==> config.mk <==
export PLATFORM = sky130hd
export DESIGN_NAME = dxt_block_decoder_top
export DESIGN_NICKNAME = d
export VERILOG_FILES = /design/src/sv/dxt_pkg.sv /design/src/sv/dxt_color_lane.sv /design/src/sv/dxt_alpha_lane.sv /design/src/sv/dxt_emit.sv /design/src/sv/dxt_block_decoder_top.sv
export SDC_FILE = /design/constraint.sdc
export NUM_CORES = 2
export LEC_CHECK = 0
export ABC_CLOCK_PERIOD_IN_PS = 13170
export BUFFER_PORTS_ARGS = -buffer_cell sky130_fd_sc_hd__buf_2
export CORE_ASPECT_RATIO = 1.4
export CORE_MARGIN = 2
export CORE_UTILIZATION = 51
export CTS_BUF_LIST = sky130_fd_sc_hd__clkbuf_8
export DETAILED_ROUTE_END_ITERATION = 16
export PLACE_DENSITY = 0.73
export RECOVER_POWER = 25
export SLEW_MARGIN = 20
export SYNTH_ARGS = -nofsm -noshare
export SYNTH_HDL_FRONTEND = slang
export SYNTH_SLANG_ARGS = --single-unit
==> constraint.sdc <==
create_clock -name clk -period 13.17 [get_ports clk]
set_input_delay 0.6585 -clock clk [delete_from_list [all_inputs] [get_ports clk]]
set_output_delay 0.6585 -clock clk [all_outputs]
set_load 0.01 [all_outputs]
==> src/sv/dxt_pkg.sv <==
// ----------------------------------------------------------------------------
// DXT block decoder package
// Shared types, endpoint widening tables and reciprocal constants.
// ----------------------------------------------------------------------------
`default_nettype none

package dxt_pkg;

  localparam int TEXELS = 16;

  // format register codes
  localparam logic FMT_DXT1 = 1'b0;
  localparam logic FMT_DXT5 = 1'b1;

  localparam logic [7:0] ALPHA_OPAQUE = 8'd255;
  localparam logic [7:0] ALPHA_CLEAR  = 8'd0;

  // reciprocals for truncating division by 3, 7 and 5
  // x/3 = (x*683)>>11 exact for x < 2048
  // x/7 = (x*4682)>>15 exact for x < 5461
  // x/5 = (x*6554)>>15 exact for x < 16384
  localparam logic [9:0]  RECIP3 = 10'd683;
  localparam logic [12:0] RECIP7 = 13'd4682;
  localparam logic [12:0] RECIP5 = 13'd6554;

  typedef logic [31:0][7:0] w5_tab_t;
  typedef logic [63:0][7:0] w6_tab_t;

  function automatic w5_tab_t build_w5();
    w5_tab_t t;
    for (int v = 0; v < 32; v++) begin
      t[v] = 8'((v * 255) / 31);
    end
    return t;
  endfunction

  function automatic w6_tab_t build_w6();
    w6_tab_t t;
    for (int v = 0; v < 64; v++) begin
      t[v] = 8'((v * 255) / 63);
    end
    return t;
  endfunction

  // 5-bit and 6-bit to 8-bit endpoint widening
  localparam w5_tab_t WIDEN5 = build_w5();
  localparam w6_tab_t WIDEN6 = build_w6();

  // decoded palettes and indices of one block
  typedef struct packed {
    logic [3:0][7:0]  red;
    logic [3:0][7:0]  green;
    logic [3:0][7:0]  blue;
    logic [7:0][7:0]  alpha;
    logic [15:0][1:0] cidx;
    logic [15:0][2:0] aidx;
    logic             dxt5;
  } pal_t;

  // emitter status back to the palette stage
  typedef struct packed {
    logic done;   // the block's last texel moves into the output register
  } emit_stat_t;

endpackage

`default_nettype wire

==> src/sv/dxt_color_lane.sv <==
// ----------------------------------------------------------------------------
// DXT colour lane
// Interpolated palette entries 2 and 3 for one colour channel.
// ----------------------------------------------------------------------------
`default_nettype none

module dxt_color_lane (
  input  wire logic [7:0] e0,
  input  wire logic [7:0] e1,
  input  wire logic       four,
  output logic      [7:0] p2,
  output logic      [7:0] p3
);

  logic [9:0]  s2;
  logic [9:0]  s3;
  logic [19:0] m2;
  logic [19:0] m3;
  logic [8:0]  hsum;

  // weighted sums for the two thirds
  assign s2 = {1'b0, e0, 1'b0} + {2'b0, e1};
  assign s3 = {2'b0, e0} + {1'b0, e1, 1'b0};

  // divide by three through the reciprocal
  assign m2 = 20'(s2) * 20'(dxt_pkg::RECIP3);
  assign m3 = 20'(s3) * 20'(dxt_pkg::RECIP3);

  // midpoint for three-colour mode
  assign hsum = {1'b0, e0} + {1'b0, e1};

  assign p2 = four ? m2[18:11] : hsum[8:1];
  assign p3 = four ? m3[18:11] : 8'd0;

endmodule

`default_nettype wire

==> src/sv/dxt_alpha_lane.sv <==
// ----------------------------------------------------------------------------
// DXT alpha lane
// Eight-entry alpha palette from the two alpha endpoints.
// ----------------------------------------------------------------------------
`default_nettype none

module dxt_alpha_lane (
  input  wire logic [7:0]      a0,
  input  wire logic [7:0]      a1,
  output logic      [7:0][7:0] pal
);

  logic gt;

  assign gt     = a0 > a1;
  assign pal[0] = a0;
  assign pal[1] = a1;

  // one independent entry per slot
  for (genvar i = 2; i < 8; i++) begin : g_ent
    localparam logic [3:0] WA7 = 4'(8 - i);
    localparam logic [3:0] WB7 = 4'(i - 1);
    logic [10:0] s7;
    logic [23:0] m7;

    assign s7 = 11'(WA7) * 11'(a0) + 11'(WB7) * 11'(a1);
    assign m7 = 24'(s7) * 24'(dxt_pkg::RECIP7);

    if (i < 6) begin : g_six
      localparam logic [3:0] WA5 = 4'(6 - i);
      localparam logic [3:0] WB5 = 4'(i - 1);
      logic [10:0] s5;
      logic [23:0] m5;

      assign s5     = 11'(WA5) * 11'(a0) + 11'(WB5) * 11'(a1);
      assign m5     = 24'(s5) * 24'(dxt_pkg::RECIP5);
      assign pal[i] = gt ? m7[22:15] : m5[22:15];
    end else if (i == 6) begin : g_zero
      assign pal[i] = gt ? m7[22:15] : dxt_pkg::ALPHA_CLEAR;
    end else begin : g_full
      assign pal[i] = gt ? m7[22:15] : dxt_pkg::ALPHA_OPAQUE;
    end
  end

endmodule

`default_nettype wire

==> src/sv/dxt_emit.sv <==
// ----------------------------------------------------------------------------
// DXT texel emitter
// Merges the lane palettes into texels, one per transaction, in raster order.
// ----------------------------------------------------------------------------
`default_nettype none

module dxt_emit (
  input  wire logic                clk,
  input  wire logic                rst_n,
  input  wire dxt_pkg::pal_t       pal,
  input  wire logic                pal_vld,
  input  wire logic                out_stall,
  output logic                     out_valid,
  output logic [7:0]               out_red,
  output logic [7:0]               out_green,
  output logic [7:0]               out_blue,
  output logic [7:0]               out_alpha,
  output logic [3:0]               out_texel_index,
  output logic                     out_last_texel,
  output dxt_pkg::emit_stat_t      stat
);

  logic [3:0] cnt_r;
  logic [3:0] cnt_nxt;
  logic       vld_r;
  logic       vld_nxt;
  logic       take;
  logic       last;
  logic [1:0] ci;
  logic [2:0] ai;
  logic [7:0] alpha_sel;
  logic [7:0] red_r;
  logic [7:0] green_r;
  logic [7:0] blue_r;
  logic [7:0] alpha_r;
  logic [3:0] idx_r;
  logic       last_r;

  // output register free or draining this cycle
  assign take = pal_vld && (!vld_r || !out_stall);
  assign last = cnt_r == 4'(dxt_pkg::TEXELS - 1);

  assign stat.done = take && last;

  // per-texel palette selection
  assign ci        = pal.cidx[cnt_r];
  assign ai        = pal.aidx[cnt_r];
  assign alpha_sel = pal.dxt5 ? pal.alpha[ai] : dxt_pkg::ALPHA_OPAQUE;

  always_comb begin
    cnt_nxt = cnt_r;
    vld_nxt = vld_r;
    if (take) begin
      cnt_nxt = cnt_r + 4'd1;
      vld_nxt = 1'b1;
    end else if (!out_stall) begin
      vld_nxt = 1'b0;
    end
  end

  // control
  always_ff @(posedge clk) begin
    if (!rst_n) begin
      cnt_r <= 4'd0;
      vld_r <= 1'b0;
    end else begin
      cnt_r <= cnt_nxt;
      vld_r <= vld_nxt;
    end
  end

  // texel payload
  always_ff @(posedge clk) begin
    if (take) begin
      red_r   <= pal.red[ci];
      green_r <= pal.green[ci];
      blue_r  <= pal.blue[ci];
      alpha_r <= alpha_sel;
      idx_r   <= cnt_r;
      last_r  <= last;
    end
  end

  assign out_valid       = vld_r;
  assign out_red         = red_r;
  assign out_green       = green_r;
  assign out_blue        = blue_r;
  assign out_alpha       = alpha_r;
  assign out_texel_index = idx_r;
  assign out_last_texel  = last_r;

endmodule

`default_nettype wire

==> src/sv/dxt_block_decoder_top.sv <==
// ----------------------------------------------------------------------------
// DXT block decoder top level
// Decodes DXT1 or DXT5 4x4 blocks into sixteen texels, raster order.
// ----------------------------------------------------------------------------
// Pipeline: input block register, palette bank, then the texel output register.
// Texels leave through the single texel output port, one per transaction;
// the next block is taken while the current one's texels drain.
// Reset: pipeline valids and texel counter cleared, format set to DXT1.
`default_nettype none

module dxt_block_decoder_top (
  input  wire logic        clk,
  input  wire logic        rst_n,
  input  wire logic        cfg_wr_en,
  input  wire logic        cfg_wr_data,
  input  wire logic        in_valid,
  output logic             in_stall,
  input  wire logic [63:0] in_color_block,
  input  wire logic [63:0] in_alpha_block,
  output logic             out_valid,
  input  wire logic        out_stall,
  output logic [7:0]       out_red,
  output logic [7:0]       out_green,
  output logic [7:0]       out_blue,
  output logic [7:0]       out_alpha,
  output logic [3:0]       out_texel_index,
  output logic             out_last_texel
);

  logic                fmt_r;
  logic                a_vld_r;
  logic                a_vld_nxt;
  logic [63:0]         a_cblk_r;
  logic [63:0]         a_ablk_r;
  logic                a_mode_r;
  logic                b_vld_r;
  logic                b_vld_nxt;
  dxt_pkg::pal_t       b_pal_r;
  dxt_pkg::pal_t       pal_nxt;
  dxt_pkg::emit_stat_t stat;
  logic                accept;
  logic                b_free;
  logic                move_ab;
  logic                four;
  logic [15:0]         c0;
  logic [15:0]         c1;
  logic [2:0][7:0]     e0;
  logic [2:0][7:0]     e1;
  logic [2:0][7:0]     p2;
  logic [2:0][7:0]     p3;
  logic [7:0][7:0]     apal;

  // format register
  always_ff @(posedge clk) begin
    if (!rst_n) begin
      fmt_r <= dxt_pkg::FMT_DXT1;
    end else if (cfg_wr_en) begin
      fmt_r <= cfg_wr_data;
    end
  end

  // pipeline handshake
  assign b_free   = !b_vld_r || stat.done;
  assign move_ab  = a_vld_r && b_free;
  assign in_stall = a_vld_r && !b_free;
  assign accept   = in_valid && !in_stall;

  always_comb begin
    a_vld_nxt = a_vld_r;
    if (accept) begin
      a_vld_nxt = 1'b1;
    end else if (move_ab) begin
      a_vld_nxt = 1'b0;
    end
    b_vld_nxt = b_vld_r;
    if (move_ab) begin
      b_vld_nxt = 1'b1;
    end else if (stat.done) begin
      b_vld_nxt = 1'b0;
    end
  end

  always_ff @(posedge clk) begin
    if (!rst_n) begin
      a_vld_r <= 1'b0;
      b_vld_r <= 1'b0;
    end else begin
      a_vld_r <= a_vld_nxt;
      b_vld_r <= b_vld_nxt;
    end
  end

  // input block register
  always_ff @(posedge clk) begin
    if (accept) begin
      a_cblk_r <= in_color_block;
      a_ablk_r <= in_alpha_block;
      a_mode_r <= fmt_r;
    end
  end

  // endpoint widening: lane 0 red, 1 green, 2 blue
  assign c0    = a_cblk_r[15:0];
  assign c1    = a_cblk_r[31:16];
  assign four  = (a_mode_r == dxt_pkg::FMT_DXT5) || (c0 > c1);
  assign e0[0] = dxt_pkg::WIDEN5[c0[15:11]];
  assign e0[1] = dxt_pkg::WIDEN6[c0[10:5]];
  assign e0[2] = dxt_pkg::WIDEN5[c0[4:0]];
  assign e1[0] = dxt_pkg::WIDEN5[c1[15:11]];
  assign e1[1] = dxt_pkg::WIDEN6[c1[10:5]];
  assign e1[2] = dxt_pkg::WIDEN5[c1[4:0]];

  // colour lanes
  for (genvar ch = 0; ch < 3; ch++) begin : g_lane
    dxt_color_lane u_lane (
      .e0   (e0[ch]),
      .e1   (e1[ch]),
      .four (four),
      .p2   (p2[ch]),
      .p3   (p3[ch])
    );
  end

  // alpha lane
  dxt_alpha_lane u_alpha (
    .a0  (a_ablk_r[7:0]),
    .a1  (a_ablk_r[15:8]),
    .pal (apal)
  );

  // collect lane results into the palette bank
  always_comb begin
    pal_nxt.red   = {p3[0], p2[0], e1[0], e0[0]};
    pal_nxt.green = {p3[1], p2[1], e1[1], e0[1]};
    pal_nxt.blue  = {p3[2], p2[2], e1[2], e0[2]};
    pal_nxt.alpha = apal;
    pal_nxt.cidx  = a_cblk_r[63:32];
    pal_nxt.aidx  = a_ablk_r[63:16];
    pal_nxt.dxt5  = a_mode_r == dxt_pkg::FMT_DXT5;
  end

  always_ff @(posedge clk) begin
    if (move_ab) begin
      b_pal_r <= pal_nxt;
    end
  end

  // texel emitter
  dxt_emit u_emit (
    .clk             (clk),
    .rst_n           (rst_n),
    .pal             (b_pal_r),
    .pal_vld         (b_vld_r),
    .out_stall       (out_stall),
    .out_valid       (out_valid),
    .out_red         (out_red),
    .out_green       (out_green),
    .out_blue        (out_blue),
    .out_alpha       (out_alpha),
    .out_texel_index (out_texel_index),
    .out_last_texel  (out_last_texel),
    .stat            (stat)
  );

endmodule

`default_nettype wire

==> results.rst <==
.. list-table::
   :header-rows: 1

   * - Metric
     - Value
   * - Warnings, synthesis
     - 0
   * - Total clock sinks
     - 463
   * - Cell type of the slowest stage on the worst timing path
     - sky130_fd_sc_hd__o41ai_1
   * - Setup TNS
     - 0 ns
   * - Area contributors post-synth
     - sky130_fd_sc_hd__ha_1, sky130_fd_sc_hd__edfxtp_1, sky130_fd_sc_hd__fa_1, sky130_fd_sc_hd__inv_1, sky130_fd_sc_hd__xnor2_1
   * - Total of hold buffers inserted after clock tree synthesis
     - 0
   * - Final min period
     - roughly 8.5 ns
   * - Nets@finish
     - 6111
   * - Origin of the worst min-delay path
     - in_alpha_block[7]
   * - Detailed Route Iter0 Violations
     - 1789
   * - Data arrival, critical path
     - 8.99 ns
   * - Detailed-route via count
     - 31900
   * - Hold violation total from the final report
     - 0
   * - Synthesis-stage register bit count
     - 463
   * - GR Overflow Total
     - 0
   * - Startpoint Class
     - flip-flop
   * - Synthesized instance count
     - 4200
   * - Depth of the worst register-to-register path
     - 29
   * - FFs w/ async S/R, synth
     - 0
   * - Syn Std Cell Area
     - 48700 um2
   * - Post-synth EDFFs
     - 407
   * - Synthesized netlist net count
     - 5868
   * - CP endpoint kind
     - flip-flop
   * - Final setup violation count
     - 0
   * - Placement row count
     - between 100 and 150
   * - Number of maximum-capacitance violations
     - 0
   * - Path type of the worst setup path
     - flip-flop to flip-flop
   * - Via density per instance
     - approximately 5.6
   * - Clock insertion delay at the later pin of the skew report
     - approximately 0.7 ns
   * - CTS root buffer
     - sky130_fd_sc_hd__clkbuf_8
   * - Port bufs
     - 172
   * - Clock transition at the registers of the reported paths
     - approximately 0.07 ns
   * - Avg Cell Area, Syn
     - 11.6 um2
   * - Number of primary I/O pins
     - 173
   * - Count of unresolved DRC violations after routing
     - 0
   * - Fmax achieved
     - 0.117 GHz
   * - R2r startpoint
     - a_ablk_r[0]$_DFFE_PP_
   * - Area added between synthesis and finish
     - 8.35%
   * - Netlist cell types
     - 69
   * - Tightest slew margin relative to the limit
     - 0.267
   * - Floorplan core area
     - 95100 um2
   * - Portion of synthesized cell area occupied by the leading cell type
     - 0.299
   * - Number of global-route vias before repair
     - about 34000
   * - Status
     - finished clean
   * - Setup slack, reg-to-reg
     - 4.62 ns
   * - Slowest Stage Delay on Critical Path
     - 0.57 ns
   * - Vertical extent of the die
     - approximately 370 um
   * - CTS Buf Count
     - 80
   * - Data required time at the worst endpoint
     - 13.61 ns
   * - Max-slew violation total from the final report
     - 0
   * - Dominant cell type by count on the critical path
     - sky130_fd_sc_hd__ha_1
   * - Path class of the lowest-slack min-delay path
     - input pin to flip-flop
   * - Worst reg2reg endpoint
     - b_pal_r[112]$_DFFE_PP_
   * - Iteration count of the initial detailed-routing pass
     - 6
   * - Maximum number of buffers from clock root to sink
     - 3
   * - Antenna viol nets, final
     - 0
   * - Initial standard-cell utilization of the core
     - 0.512
   * - Post-synthesis sequential area ratio
     - 0.274
   * - Wire length of the first global-routing pass
     - 176 mm
   * - CTS H-tree lvls
     - 3
   * - WL/cell
     - 19.1 um
   * - End of the worst hold path
     - a_ablk_r[7]$_DFFE_PP_
   * - Number of buffers inserted by post-CTS setup repair
     - 0
   * - TritonCTS clock tree
     - built
   * - Commonest cells in the netlist
     - sky130_fd_sc_hd__ha_1, sky130_fd_sc_hd__inv_1, sky130_fd_sc_hd__edfxtp_1, sky130_fd_sc_hd__fa_1, sky130_fd_sc_hd__a21oi_1
   * - Initial antenna violation count
     - 6
   * - Dpl hpwl
     - 90.2 mm
   * - Largest net degree at the start of global routing
     - 90
   * - Count of cells resized by post-cts repair
     - 0
   * - Period Utilization, post-route
     - 0.649
   * - Layout cells sized above 1
     - 0.0790
   * - Biggest fanout along the worst timing path
     - 22
   * - Final Routed Wirelength
     - 110 mm
   * - Setup Skew
     - ~0.035 ns
   * - Largest area contributor in the netlist
     - sky130_fd_sc_hd__ha_1
   * - Leading register cell type out of synthesis
     - sky130_fd_sc_hd__edfxtp_1
   * - Most frequently used cell type in the post-synthesis netlist
     - sky130_fd_sc_hd__ha_1
   * - Overall die width
     - 265 um
   * - Gate family responsible for the most delay along the worst path
     - adder cells
   * - Hold Crit Depth
     - 1
   * - Actual slew at the worst max-slew pin
     - about 1.1 ns
   * - GP Congestion
     - 0.914
   * - Floorplan die area
     - 98000 um2
   * - Setup repair after global routing missed its margin
     - no
   * - Gr usage total
     - 0.229
   * - Buffering stage count on the worst path with inverters included
     - 3
==> flip-flops by register name, summed over array words and instances (netlist names) <==
register                count
u_emit.out_red              8
b_pal_r                   241
u_emit.out_valid            1
u_emit.out_texel_index      4
g_lane.u_lane.e1           24
a_cblk_r                   64
u_emit.cnt_r                4
u_emit.out_last_texel       1
a_vld_r                     1
u_emit.out_green            8
fmt_r                       1
b_vld_r                     1
u_emit.out_alpha            8
a_mode_r                    1
u_emit.out_blue             8
g_lane.u_lane.e0           24
a_ablk_r                   64
==> cell usage in the layout (no fill, tap or decap), types with 9 or more instances in the layout <==
cell,netlist,final
sky130_fd_sc_hd__mux2i_1,25,25
sky130_fd_sc_hd__a211oi_1,18,18
sky130_fd_sc_hd__nand2_1,100,100
sky130_fd_sc_hd__buf_2,8,131
sky130_fd_sc_hd__or3_1,22,22
sky130_fd_sc_hd__clkinv_2,0,10
sky130_fd_sc_hd__clkbuf_1,17,41
sky130_fd_sc_hd__clkbuf_8,0,87
sky130_fd_sc_hd__xnor2_1,187,187
sky130_fd_sc_hd__buf_4,4,25
sky130_fd_sc_hd__o31ai_1,17,17
sky130_fd_sc_hd__and2_1,16,15
sky130_fd_sc_hd__o21bai_1,45,45
sky130_fd_sc_hd__fa_1,371,371
sky130_fd_sc_hd__nor4_1,9,9
sky130_fd_sc_hd__mux4_2,50,50
sky130_fd_sc_hd__o21a_1,30,30
sky130_fd_sc_hd__nor3_1,46,46
sky130_fd_sc_hd__inv_1,683,708
sky130_fd_sc_hd__and3_1,24,24
sky130_fd_sc_hd__o211ai_1,10,10
sky130_fd_sc_hd__dfxtp_1,56,56
sky130_fd_sc_hd__a31oi_1,16,16
sky130_fd_sc_hd__nand4_1,13,13
sky130_fd_sc_hd__xor2_1,83,83
sky130_fd_sc_hd__nand2b_1,26,26
sky130_fd_sc_hd__ha_1,1163,1163
sky130_fd_sc_hd__mux2_2,12,12
sky130_fd_sc_hd__a21oi_1,221,220
sky130_fd_sc_hd__a21boi_0,10,10
sky130_fd_sc_hd__nand3_1,27,27
sky130_fd_sc_hd__a21o_1,62,62
sky130_fd_sc_hd__nor2_1,140,140
sky130_fd_sc_hd__edfxtp_1,407,407
sky130_fd_sc_hd__nor2b_1,34,33
sky130_fd_sc_hd__mux4_1,15,15
sky130_fd_sc_hd__o21ai_0,116,116
==> how the worst max path moves through the flow <==
stage,start,to,slack [ns],cells past startpoint
global route,a_ablk_r[0]$_DFFE_PP_,b_pal_r[112]$_DFFE_PP_,3.99,29
finish,a_ablk_r[0]$_DFFE_PP_,b_pal_r[112]$_DFFE_PP_,4.62,29
CTS,a_ablk_r[9]$_DFFE_PP_,b_pal_r[120]$_DFFE_PP_,4.71,27
floorplan,u_emit.cnt_r[0]$_SDFFE_PN0P_,b_pal_r[0]$_DFFE_PP_,0.84,4
detailed placement,a_ablk_r[9]$_DFFE_PP_,b_pal_r[120]$_DFFE_PP_,4.72,27
global placement,a_ablk_r[9]$_DFFE_PP_,b_pal_r[120]$_DFFE_PP_,4.85,29
==> per-stage QoR <==
stage / hold WS (ns) / instance area, um2 / instances / worst slack [ns] / util
2_1_floorplan: 0.400 / 48700 / 4200 / 0.843 / -
3_3_place_gp: 0.401 / 51100 / 5585 / 4.85 / 0.538
3_5_place_dp: 0.405 / 51100 / 5585 / 4.72 / 0.538
4_1_cts: 0.0677 / 52800 / 5729 / 4.71 / 0.555
5_1_grt: 0.105 / 52800 / 5733 / 3.99 / 0.555
6_report: 0.130 / 52800 / 5733 / 4.62 / 0.555
==> logic make-up (layout without fill, tap and decap cells) <==
logic type | Yosys count | in the layout | share of synthesized area
AOI/OAI and AO/OA | 626 | 626 | 0.0810
xor gates and xnor gates | 271 | 271 | 0.0490
adders and majority gates | 1534 | 1534 | 0.451
buffers and inverters | 720 | 1025 | 0.0567
DFF | 463 | 463 | 0.274
muxes | 102 | 102 | 0.0391
other | 0 | 4 | 0
and+or+nand+nor | 484 | 484 | 0.0487
==> per-layer routing <==
layer	GRT usage	vias up	share of wire
li1	-	15300	-
met1	0.259	15700	0.38
met2	0.434	687	0.54
met3	0.0236	248	0.039
met4	0.0953	0	0.042
met5	0	-	0
==> area by class of cell <==
type	instances	area, um2
multi-input cells	3017	32600
fillers	8021	42300
clock inverters	57	499
flip-flops and latches	463	13300
inverters	683	2570
well taps	1224	1530
diodes	4	10.0
repair buffers	198	1010
clock buffers	87	1200
Power is not shown: default switching activity piles up to over one toggle a cycle in this logic, so the estimate is an artifact.
